[src/rtl/lcr_pkg.sv]
`timescale 1ns / 1ps
// ----------------------------------------------------------------------------
// lcr_pkg
// Shared types and constants for the lane-split limit counter with reserve.
// ----------------------------------------------------------------------------
package lcr_pkg;

  localparam int LANES     = 4;
  localparam int LANE_BITS = 16;
  localparam int WORD_W    = 32;
  localparam int LANE_W    = 2;
  localparam int DIV_W     = 3;
  localparam int BITCNT_W  = $clog2(WORD_W);

  typedef logic [LANE_W-1:0]    lane_idx_t;
  typedef logic [LANE_BITS-1:0] lane_word_t;
  typedef logic [WORD_W-1:0]    word_t;
  typedef logic [DIV_W-1:0]     div_t;

  // Register indexes of the configuration port
  localparam logic REG_COUNT_LIMIT  = 1'b0;
  localparam logic REG_ACTIVE_LANES = 1'b1;

  // Input actions
  localparam logic ACT_ADD  = 1'b0;
  localparam logic ACT_READ = 1'b1;

  localparam word_t LIMIT_RESET = word_t'(64'h8000_0000);
  localparam div_t  LANES_RESET = div_t'(4);

  typedef enum logic [3:0] {
    ST_IDLE,
    ST_RD_SUM,
    ST_ADD_CHECK,
    ST_FOLD_GC,
    ST_FOLD_GR,
    ST_HR_USED,
    ST_HR_SUB,
    ST_HR_CMP,
    ST_ADD_GC,
    ST_DIV,
    ST_CLAMP,
    ST_GR_ADD,
    ST_GC_SUB,
    ST_OUT
  } state_t;

endpackage

[src/rtl/limit_counter_lane_reserve.sv]
`timescale 1ns / 1ps
// ----------------------------------------------------------------------------
// limit_counter_lane_reserve
// Limited counter split into lane counters plus a global count and reserve,
// run by a small sequencer around one shared 34-bit add/subtract unit.
// ----------------------------------------------------------------------------
// A read steps through ST_RD_SUM once per lane and then presents its total;
// an add on the fast path goes from ST_ADD_CHECK straight to the result; the
// slow path is set mostly by the 32-step restoring division of the headroom
// through the shared adder. Throughput: one beat at a time; the next beat is
// taken the cycle after the result beat leaves. Synchronous reset clears all
// counts, maxima, the global count and reserve, and loads count_limit = 2^31,
// active_lanes = 4.
module limit_counter_lane_reserve (
  input  logic                  clk,
  input  logic                  rst,
  input  logic                  wr_en,
  input  logic                  wr_index,
  input  lcr_pkg::word_t        wr_data,
  input  logic                  in_valid,
  output logic                  in_ready,
  input  logic                  action,
  input  lcr_pkg::lane_idx_t    lane,
  input  lcr_pkg::word_t        delta,
  output logic                  out_valid,
  input  logic                  out_ready,
  output logic                  ok,
  output lcr_pkg::word_t        total
);
  import lcr_pkg::*;

  state_t     state, state_next;

  word_t      count_limit;
  div_t       active_lanes;
  lane_word_t lane_count [LANES];
  lane_word_t lane_max   [LANES];
  word_t      global_count;
  word_t      global_reserve;

  lane_idx_t  idx;
  lane_idx_t  ln;
  word_t      delta_r;
  logic       fold_all;
  logic       flushed;
  logic       refill;
  logic [WORD_W:0] used;
  word_t      hr;
  div_t       rem;
  logic [BITCNT_W-1:0] bitcnt;
  lane_word_t cm;
  word_t      acc;

  // Shared arithmetic unit
  logic [WORD_W+1:0] alu_a, alu_b, alu_res;
  logic              alu_sub;
  logic              alu_neg;
  word_t             alu_sat;

  lane_idx_t  fold_sel;
  div_t       divisor;
  logic       fast;
  lane_word_t half_cm;

  assign alu_res  = alu_sub ? alu_a - alu_b : alu_a + alu_b;
  assign alu_neg  = alu_res[WORD_W+1];
  assign alu_sat  = (alu_res[WORD_W+1:WORD_W] != 2'b00) ? '1 : alu_res[WORD_W-1:0];
  assign fold_sel = fold_all ? idx : ln;
  assign divisor  = (active_lanes == '0) ? div_t'(1) : active_lanes;
  assign half_cm  = cm >> 1;
  assign fast     = (delta_r[WORD_W-1:LANE_BITS] == '0) &&
                    (alu_res[LANE_BITS:0] <= {1'b0, lane_max[ln]});

  assign in_ready  = (state == ST_IDLE);
  assign out_valid = (state == ST_OUT);

  always_ff @(posedge clk) begin
    if (rst) begin
      state <= ST_IDLE;
    end else begin
      state <= state_next;
    end
  end

  always_comb begin
    state_next = state;
    alu_a      = '0;
    alu_b      = '0;
    alu_sub    = 1'b0;
    case (state)
      ST_IDLE: begin
        if (in_valid) begin
          state_next = (action == ACT_READ) ? ST_RD_SUM : ST_ADD_CHECK;
        end
      end
      ST_RD_SUM: begin
        alu_a = {2'b00, acc};
        alu_b = {{(WORD_W+2-LANE_BITS){1'b0}}, lane_count[idx]};
        if (idx == lane_idx_t'(LANES - 1)) begin
          state_next = ST_OUT;
        end
      end
      ST_ADD_CHECK: begin
        alu_a = {{(WORD_W+2-LANE_BITS){1'b0}}, lane_count[ln]};
        alu_b = {{(WORD_W+2-LANE_BITS){1'b0}}, delta_r[LANE_BITS-1:0]};
        state_next = fast ? ST_OUT : ST_FOLD_GC;
      end
      ST_FOLD_GC: begin
        alu_a = {2'b00, global_count};
        alu_b = {{(WORD_W+2-LANE_BITS){1'b0}}, lane_count[fold_sel]};
        state_next = ST_FOLD_GR;
      end
      ST_FOLD_GR: begin
        alu_a   = {2'b00, global_reserve};
        alu_b   = {{(WORD_W+2-LANE_BITS){1'b0}}, lane_max[fold_sel]};
        alu_sub = 1'b1;
        if (fold_all && idx != lane_idx_t'(LANES - 1)) begin
          state_next = ST_FOLD_GC;
        end else begin
          state_next = ST_HR_USED;
        end
      end
      ST_HR_USED: begin
        alu_a = {2'b00, global_count};
        alu_b = {2'b00, global_reserve};
        state_next = ST_HR_SUB;
      end
      ST_HR_SUB: begin
        alu_a   = {2'b00, count_limit};
        alu_b   = {1'b0, used};
        alu_sub = 1'b1;
        state_next = refill ? ST_DIV : ST_HR_CMP;
      end
      ST_HR_CMP: begin
        alu_a   = {2'b00, hr};
        alu_b   = {2'b00, delta_r};
        alu_sub = 1'b1;
        if (!alu_neg) begin
          state_next = ST_ADD_GC;
        end else if (!flushed && global_reserve != '0) begin
          state_next = ST_FOLD_GC;
        end else begin
          state_next = ST_OUT;
        end
      end
      ST_ADD_GC: begin
        alu_a = {2'b00, global_count};
        alu_b = {2'b00, delta_r};
        state_next = ST_HR_USED;
      end
      ST_DIV: begin
        alu_a   = {{(WORD_W+1-DIV_W){1'b0}}, rem, hr[WORD_W-1]};
        alu_b   = {{(WORD_W+2-DIV_W){1'b0}}, divisor};
        alu_sub = 1'b1;
        if (bitcnt == BITCNT_W'(WORD_W - 1)) begin
          state_next = ST_CLAMP;
        end
      end
      ST_CLAMP: begin
        state_next = ST_GR_ADD;
      end
      ST_GR_ADD: begin
        alu_a = {2'b00, global_reserve};
        alu_b = {{(WORD_W+2-LANE_BITS){1'b0}}, cm};
        state_next = ST_GC_SUB;
      end
      ST_GC_SUB: begin
        alu_a   = {2'b00, global_count};
        alu_b   = {{(WORD_W+2-LANE_BITS){1'b0}}, half_cm};
        alu_sub = 1'b1;
        state_next = ST_OUT;
      end
      ST_OUT: begin
        if (out_ready) begin
          state_next = ST_IDLE;
        end
      end
      default: begin
        state_next = ST_IDLE;
      end
    endcase
  end

  always_ff @(posedge clk) begin
    if (rst) begin
      count_limit    <= LIMIT_RESET;
      active_lanes   <= LANES_RESET;
      global_count   <= '0;
      global_reserve <= '0;
      for (int i = 0; i < LANES; i++) begin
        lane_count[i] <= '0;
        lane_max[i]   <= '0;
      end
      idx      <= '0;
      fold_all <= 1'b0;
      flushed  <= 1'b0;
      refill   <= 1'b0;
      rem      <= '0;
      bitcnt   <= '0;
    end else begin
      if (wr_en) begin
        case (wr_index)
          REG_COUNT_LIMIT:  count_limit  <= wr_data;
          REG_ACTIVE_LANES: active_lanes <= wr_data[DIV_W-1:0];
          default: ;
        endcase
      end

      case (state)
        ST_IDLE: begin
          if (in_valid) begin
            ln       <= lane;
            delta_r  <= delta;
            acc      <= global_count;
            idx      <= '0;
            fold_all <= 1'b0;
            flushed  <= 1'b0;
            refill   <= 1'b0;
          end
        end
        ST_RD_SUM: begin
          acc <= alu_sat;
          idx <= idx + lane_idx_t'(1);
          if (idx == lane_idx_t'(LANES - 1)) begin
            ok    <= 1'b1;
            total <= alu_sat;
          end
        end
        ST_ADD_CHECK: begin
          total <= '0;
          if (fast) begin
            lane_count[ln] <= alu_res[LANE_BITS-1:0];
            ok             <= 1'b1;
          end
        end
        ST_FOLD_GC: begin
          global_count <= alu_sat;
        end
        ST_FOLD_GR: begin
          global_reserve       <= alu_neg ? '0 : alu_res[WORD_W-1:0];
          lane_count[fold_sel] <= '0;
          lane_max[fold_sel]   <= '0;
          if (fold_all) begin
            if (idx == lane_idx_t'(LANES - 1)) begin
              fold_all <= 1'b0;
              flushed  <= 1'b1;
            end else begin
              idx <= idx + lane_idx_t'(1);
            end
          end
        end
        ST_HR_USED: begin
          used <= alu_res[WORD_W:0];
        end
        ST_HR_SUB: begin
          // Headroom is zero when the count and reserve already reach the limit.
          hr     <= alu_neg ? '0 : alu_res[WORD_W-1:0];
          rem    <= '0;
          bitcnt <= '0;
        end
        ST_HR_CMP: begin
          if (alu_neg) begin
            if (!flushed && global_reserve != '0) begin
              fold_all <= 1'b1;
              idx      <= '0;
            end else begin
              ok <= 1'b0;
            end
          end
        end
        ST_ADD_GC: begin
          global_count <= alu_sat;
          refill       <= 1'b1;
        end
        ST_DIV: begin
          // Restoring division, one quotient bit per cycle shifted into hr.
          if (!alu_neg) begin
            rem <= alu_res[DIV_W-1:0];
            hr  <= {hr[WORD_W-2:0], 1'b1};
          end else begin
            rem <= {rem[DIV_W-2:0], hr[WORD_W-1]};
            hr  <= {hr[WORD_W-2:0], 1'b0};
          end
          bitcnt <= bitcnt + BITCNT_W'(1);
        end
        ST_CLAMP: begin
          cm <= (hr[WORD_W-1:LANE_BITS] != '0) ? '1 : hr[LANE_BITS-1:0];
        end
        ST_GR_ADD: begin
          global_reserve <= alu_sat;
        end
        ST_GC_SUB: begin
          // The lane gets half its maximum, but never more than the global count.
          if (alu_neg) begin
            lane_count[ln] <= global_count[LANE_BITS-1:0];
            global_count   <= '0;
          end else begin
            lane_count[ln] <= half_cm;
            global_count   <= alu_res[WORD_W-1:0];
          end
          lane_max[ln] <= cm;
          ok           <= 1'b1;
        end
        default: ;
      endcase
    end
  end

endmodule

[config.mk]
export PLATFORM = sky130hd
export DESIGN_NAME = limit_counter_lane_reserve
export DESIGN_NICKNAME = d
export VERILOG_FILES = /design/src/rtl/lcr_pkg.sv /design/src/rtl/limit_counter_lane_reserve.sv
export SDC_FILE = /design/constraint.sdc
export NUM_CORES = 1
export LEC_CHECK = 0
export ABC_AREA = 1
export BUFFER_PORTS_ARGS = -buffer_cell sky130_fd_sc_hd__buf_4
export CORE_MARGIN = 5
export CORE_UTILIZATION = 23
export DETAILED_ROUTE_END_ITERATION = 12
export HOLD_SLACK_MARGIN = 0.05
export PLACE_DENSITY = 0.46
export REMOVE_ABC_BUFFERS = 1
export SYNTH_ARGS = -nofsm -noshare
export SYNTH_HDL_FRONTEND = slang
export SYNTH_SLANG_ARGS = --single-unit
export TNS_END_PERCENT = 20
[constraint.sdc]
create_clock -name clk -period 6.6 [get_ports clk]
set_input_delay 1.32 -clock clk [delete_from_list [all_inputs] [get_ports clk]]
set_output_delay 1.32 -clock clk [all_outputs]
set_load 0.02 [all_outputs]
---- Yosys cells after proc, flatten, opt, wreduce, memory -nomap -nowiden ----
Memories as Yosys holds them, arrays and structs flattened. A register that Yosys moved wholly into a read port is not among the register bits.
Index checks and enable logic that the tools add are counted.
storage, ports and cells
  register bits after elaboration ......... 296
  bits in writable memories ............... 128
  input port bits ......................... 73
  output and inout bits ................... 35
  logic and storage cells ................. 188
  memories kept ........................... 2
memory list
  memory      depth  bits a word  rd ports  clocked after Yosys merged registers in  write ports  line                              RTL
  lane_count  4      16           3         2                                        4            limit_counter_lane_reserve.sv:36  lane_word_t lane_count [LANES];
  lane_max    4      16           2         1                                        4            limit_counter_lane_reserve.sv:37  lane_word_t lane_max [LANES];
operators by class
  add/sub/neg operators ................... 4
  $lt $le $gt $ge ......................... 1
  eq/ne operators ......................... 27
  multiplexer cells ....................... 88
  bitwise logic cells ..................... 4
  reduce and logical (&&, ||, !) cells .... 43
operators with widths
  cell                  number
  $pmux W33 S10         1
  $pmux W32 S2          5
  $pmux W32 S7          1
  $mux W32              4
  $mux W16              6
  $reduce_or A16 Y1     4
  $pmux W4 S14          1
  $mux W1               36
  $add A34 B34 Y34      1
  $mux W34              1
  $sub A34 B34 Y34      1
  $mux W4               8
  $reduce_bool A32 Y1   1
  $mux W2               15
  $eq A4 B4 Y1 const B  6
  $ne A2 B2 Y1 const B  11
  $le A17 B16 Y1        1
  $eq A4 B3 Y1 const B  4
  $logic_not A16 Y1     1
  $reduce_bool A16 Y1   1
  $reduce_bool A2 Y1    8
  $reduce_and A2 Y1     6
  $reduce_and A4 Y1     3
  $reduce_and A6 Y1     2
  other kinds (26)      39

---- Depth between registers and ports, before layout ----
  depth after elaboration ................. 16
  depth in mapped cells ................... 42
  mapped depth without buffers ............ 40

---- Worst setup path after synthesis ----
No wires, ideal clock.
  path kind ............................... flip-flop to flip-flop
  start point ............................. reg state[3]
  end point ............................... mem lane_count[3][0] (netlist bit) (enable)
  library setup time ...................... 0.389 ns
  arrival ................................. 5.733 ns
  required time ........................... 6.211 ns
  slack ................................... 0.478 ns
  stages on the path, launching flop included .. 37
  path buffers ............................ 4
  clock period less this slack ............ 6.122 ns
  cells stage by stage .................... dfxtp_1 > inv_2 > nand2_1 > nor2_1 > buf_2 > nor2_2 > inv_1 > nor3_2 > clkbuf_1 > inv_1 > clkbuf_1 > or2_2 > nand2_1 > inv_1 > fa_1 > inv_1 > nand3_1 > nand3_1 > nand2_1 > nand3_1 > nand3_1 > nand2_1 > xor2_1 > ha_1 > a21oi_1 > or2_2 > nand2_1 > inv_1 > nand4_1 > nand2_1 > nand3_1 > nand2_1 > nand2_1 > clkbuf_1 > nand3_1 > nand2_1 > nor2_1
RTL lines
  what                    line                              RTL
  from (decl)             limit_counter_lane_reserve.sv:32  state_t state, state_next;
  from (signal assigned)  limit_counter_lane_reserve.sv:81  state <= state_next;
  to (decl)               limit_counter_lane_reserve.sv:36

---- Final worst setup path ----
  start point ............................. reg state[3]
  end point ............................... reg acc[13], data pin
on the way
  longest elaborated chain between the ends .. 8
  elaborated cells between the ends (all ways) .. 25
  classes of those cells .................. add/sub (2); eq/ne (11); mux (6); reduce/logical (6)
ends and longest elaborated chain
  what                                                                   line                               RTL
  $eq A4 B4 Y1 (tied with other cells)                                   limit_counter_lane_reserve.sv:90   case (state)
  $reduce_or A4 Y1 (no source line) or $reduce_or A2 Y1 (tied branches)  --
  $pmux W32 S7 or $pmux W33 S10 (tied branches)                          limit_counter_lane_reserve.sv:90
  $add A34 B34 Y34 or $sub A34 B34 Y34 (tied branches)                   limit_counter_lane_reserve.sv:65   assign alu_res = alu_sub ? alu_a - alu_b : alu_a + alu_b;
  $mux W34                                                               limit_counter_lane_reserve.sv:65
  $reduce_bool A2 Y1                                                     limit_counter_lane_reserve.sv:67   assign alu_sat = (alu_res[WORD_W+1:WORD_W] != 2'b00) ? '1 : alu_res[WORD_W-1:0];
  $mux W32                                                               limit_counter_lane_reserve.sv:67
  $pmux W32 S2 (*)                                                       limit_counter_lane_reserve.sv:209  case (state)
  to (signal assigned)                                                   limit_counter_lane_reserve.sv:214  acc <= global_count;
  to (signal assigned)                                                   limit_counter_lane_reserve.sv:222  acc <= alu_sat;
  to (decl)                                                              limit_counter_lane_reserve.sv:52   word_t acc;
Mark *: on every way between the ends. The rest lies on a longest branch, timed or not.
A chain may end at the register's enable or synchronous reset.

==> results.yml <==
worst_setup_path:
  r2r_slack_ns: 0.39
  reg2regPathDepth: 36
  endpoint_kind: "flip-flop"
  cp_max_fo: 24
  critPathSlowestCell: "dfxtp_2"
  critPathArrivalTime_ns: 6.56
  reg2reg_to: "acc[13]"
  path_class: "flip-flop to flip-flop"
  crit_top_cell: "nand2_1"
  cp_data_required_time_ns: 6.95
  r2r_start: "state[3]"
  critical_path.max_stage_delay_ns: 0.37
  worstSetupStartpointType: "flip-flop"
cells_and_area:
  drive_gt1_share_pct: 13.6
  antennaDiodeCount: 0
  area_delta_synth_final_pct: 20.3
  finalInstanceArea_um2: 29500
  nNetsFinal: 3382
placed_design:
  pre_cts_ws_ns: -0.153
  port-buffer-count: 107
  place.gp.congestion: 0.966
  placed_area_um2: 27500
  dp_hpwl_um: 77500
synth:
  synth_edf_count: 308
  yosysMostFrequentCell: "nand2_1"
  synthDominantCellAreaShare_pct: 37.7
  synth_area_per_cell_um2: 7.88
  syn_area_um2: 24500
  yosysUniqueCellTypes: 55
  yosys-top-cells-count: "nand2_1 (759), nor2_1 (428), edfxtp_1 (308)"
  synth_area_leader_cell: "edfxtp_1"
  netlist_top_cells_area: "edfxtp_1 (38%), nand2_1 (12%), dfxtp_1 (9.8%)"
  synth_warnings: 0
  async_flop_share_pct: 0
  yosysSeqAreaShare_pct: 47.5
  synth-seq-cells: 428
  synthFlopType: "edfxtp_1"
  postSynthCellCount: 3112
routing:
  num_vias: 22876
  ant_nets: 0
  drt_first_iter_violations: 2033
  viasPerCell: 4.88
  drt_pass1_iterations: 6
  drc: 0
  routed_wl_um: 105000
  post_drt_wl_per_cell_um: 22.4
floorplanning:
  start_util_pct: 23.2
  dieArea_um2: 113000
  die_y_um: 337
  core_area_um2: 106000
  ioPinCount: 108
  die_w_um: 337
  placementRows: 119
timing:
  timing.fmax_ghz: 0.161
  min_period_ns: 6.21
  slew_violations: 0
  fin_skew_ns: 0.0184
  min_period_over_period_pct: 94.1
  tns_ns: 0
  worst_slew_pin_slew_ns: 1.17
  setup_violations: 0
  finalHoldViolations: 0
  slew_headroom_pct: 21.9
  layout_setup_ws_ns: 0.390
grt:
  grt_pass1_wl_um: 152000
  globalRouteTotalUtil_pct: 18.0
  grt_pass1_vias: 21886
  overflow: 0
  antenna_found_initial: 3
  grt_max_degree: 103
hold_path:
  holdPathEnd: "rem[2]"
  hold_depth: 2
  hp-class: "flip-flop to flip-flop"
  worstHoldStart: "rem[2]"
status:
  status: "finished clean"
cts:
  cts_tree: "done"
  clockRootBuffer: "clkbuf_16"
  clock_path_buffers: 3
  cts_hold_buf: 0
  clk_latency_ns: 0.61
  numCtsBuffers: 52
  clkSinkCount: 428
  clk_pin_slew_ns: 0.06
  cts_htree_levels: 2
flow_run:
  drv_cap: 0
==> how the worst max path moves through the flow <==
stage / from / endpoint / slack (ns) / cells past startpoint
floorplan: state[1] / lane_count[3][0] / -2.44 / 29
global placement: ln[0] / acc[13] / -0.25 / 32
detailed placement: ln[0] / acc[13] / -0.15 / 32
CTS: state[3] / acc[13] / 0.02 / 35
global route: state[3] / acc[13] / -0.04 / 36
finish: state[3] / acc[13] / 0.39 / 36
==> critical path: cells and delay by family (launching register included) <==
family                     cells  cell delay, ns
and+or+nand+nor               21            2.81
buffers and inverters          8            1.31
AOI/OAI and AO/OA              4            0.73
DFF                            1            0.37
adders and majority gates      1            0.37
xor gates and xnor gates       2            0.35
==> routing by layer <==
metal | track usage (%) | vias to the layer above | share of wire, %
met5 | 0 | - | 0
met4 | 5.93 | 0 | 3.4
met2 | 28.4 | 919 | 45
met3 | 4.27 | 163 | 8.2
met1 | 24.4 | 10944 | 44
li1 | - | 10850 | -
==> placed cells by master (no fill, tap or decap), drive strengths merged, types with 5 or more instances in the layout <==
cell / n
a21oi: 147
a221oi: 31
a31oi: 65
a32o: 10
and2: 5
buf: 253
clkbuf: 56
clkinv: 32
dfxtp: 120
edfxtp: 308
ha: 52
inv: 296
nand2: 775
nand3: 191
nand4: 56
nor2: 437
nor3: 15
nor4: 14
o2111ai: 15
o211ai: 34
o21ai: 281
or2: 10
xnor2: 21
xor2: 37
==> kinds of logic after synthesis <==
logic type               synth area share, %
buffers and inverters                   7.49
AO/OA/AOI/OAI                           14.3
adder cells (fa/ha/maj)                 2.74
flip-flops                              47.5
XOR/XNOR                                2.10
AND/OR/NAND/NOR                         25.8
==> flip-flops by register name (all words and copies together), names as in the netlist, 2 cells and up, named ones only <==
name	flops
lane_max	64
used	33
lane_count	64
acc	32
global_reserve	32
count_limit	32
delta_r	32
total	32
ln	2
hr	32
cm	16
idx	2
state	4
bitcnt	5
global_count	32
active_lanes	3
rem	3
==> what timing repair did <==
action	in CTS	in global routing
cloned	0	0
gates resized for setup	4	43
pin swaps	1	7
setup buffers	0	20
setup endpoints to repair	96	294
==> layout make-up <==
type                    instances  area, um2
inverters                     296       1110
well taps                    1391       1740
repair buffers                253       2050
clock inverters                39        332
clock buffers                  56       1350
multi-input cells            2225      11300
fillers                     11369      76100
flip-flops and latches        428      11700
==> through the flow <==
step | hold WS (ns) | instances | util (%)
4_1_cts | 0.467 | 4668 | 27.7
3_3_place_gp | 0.454 | 4573 | 26.0
6_report | 0.465 | 4688 | 28.0
5_1_grt | 0.502 | 4688 | 28.0
3_5_place_dp | 0.457 | 4573 | 26.0
2_1_floorplan | 0.425 | 2949 | -
Power is not shown: default switching activity piles up to over one toggle a cycle in this logic, so the estimate is an artifact.
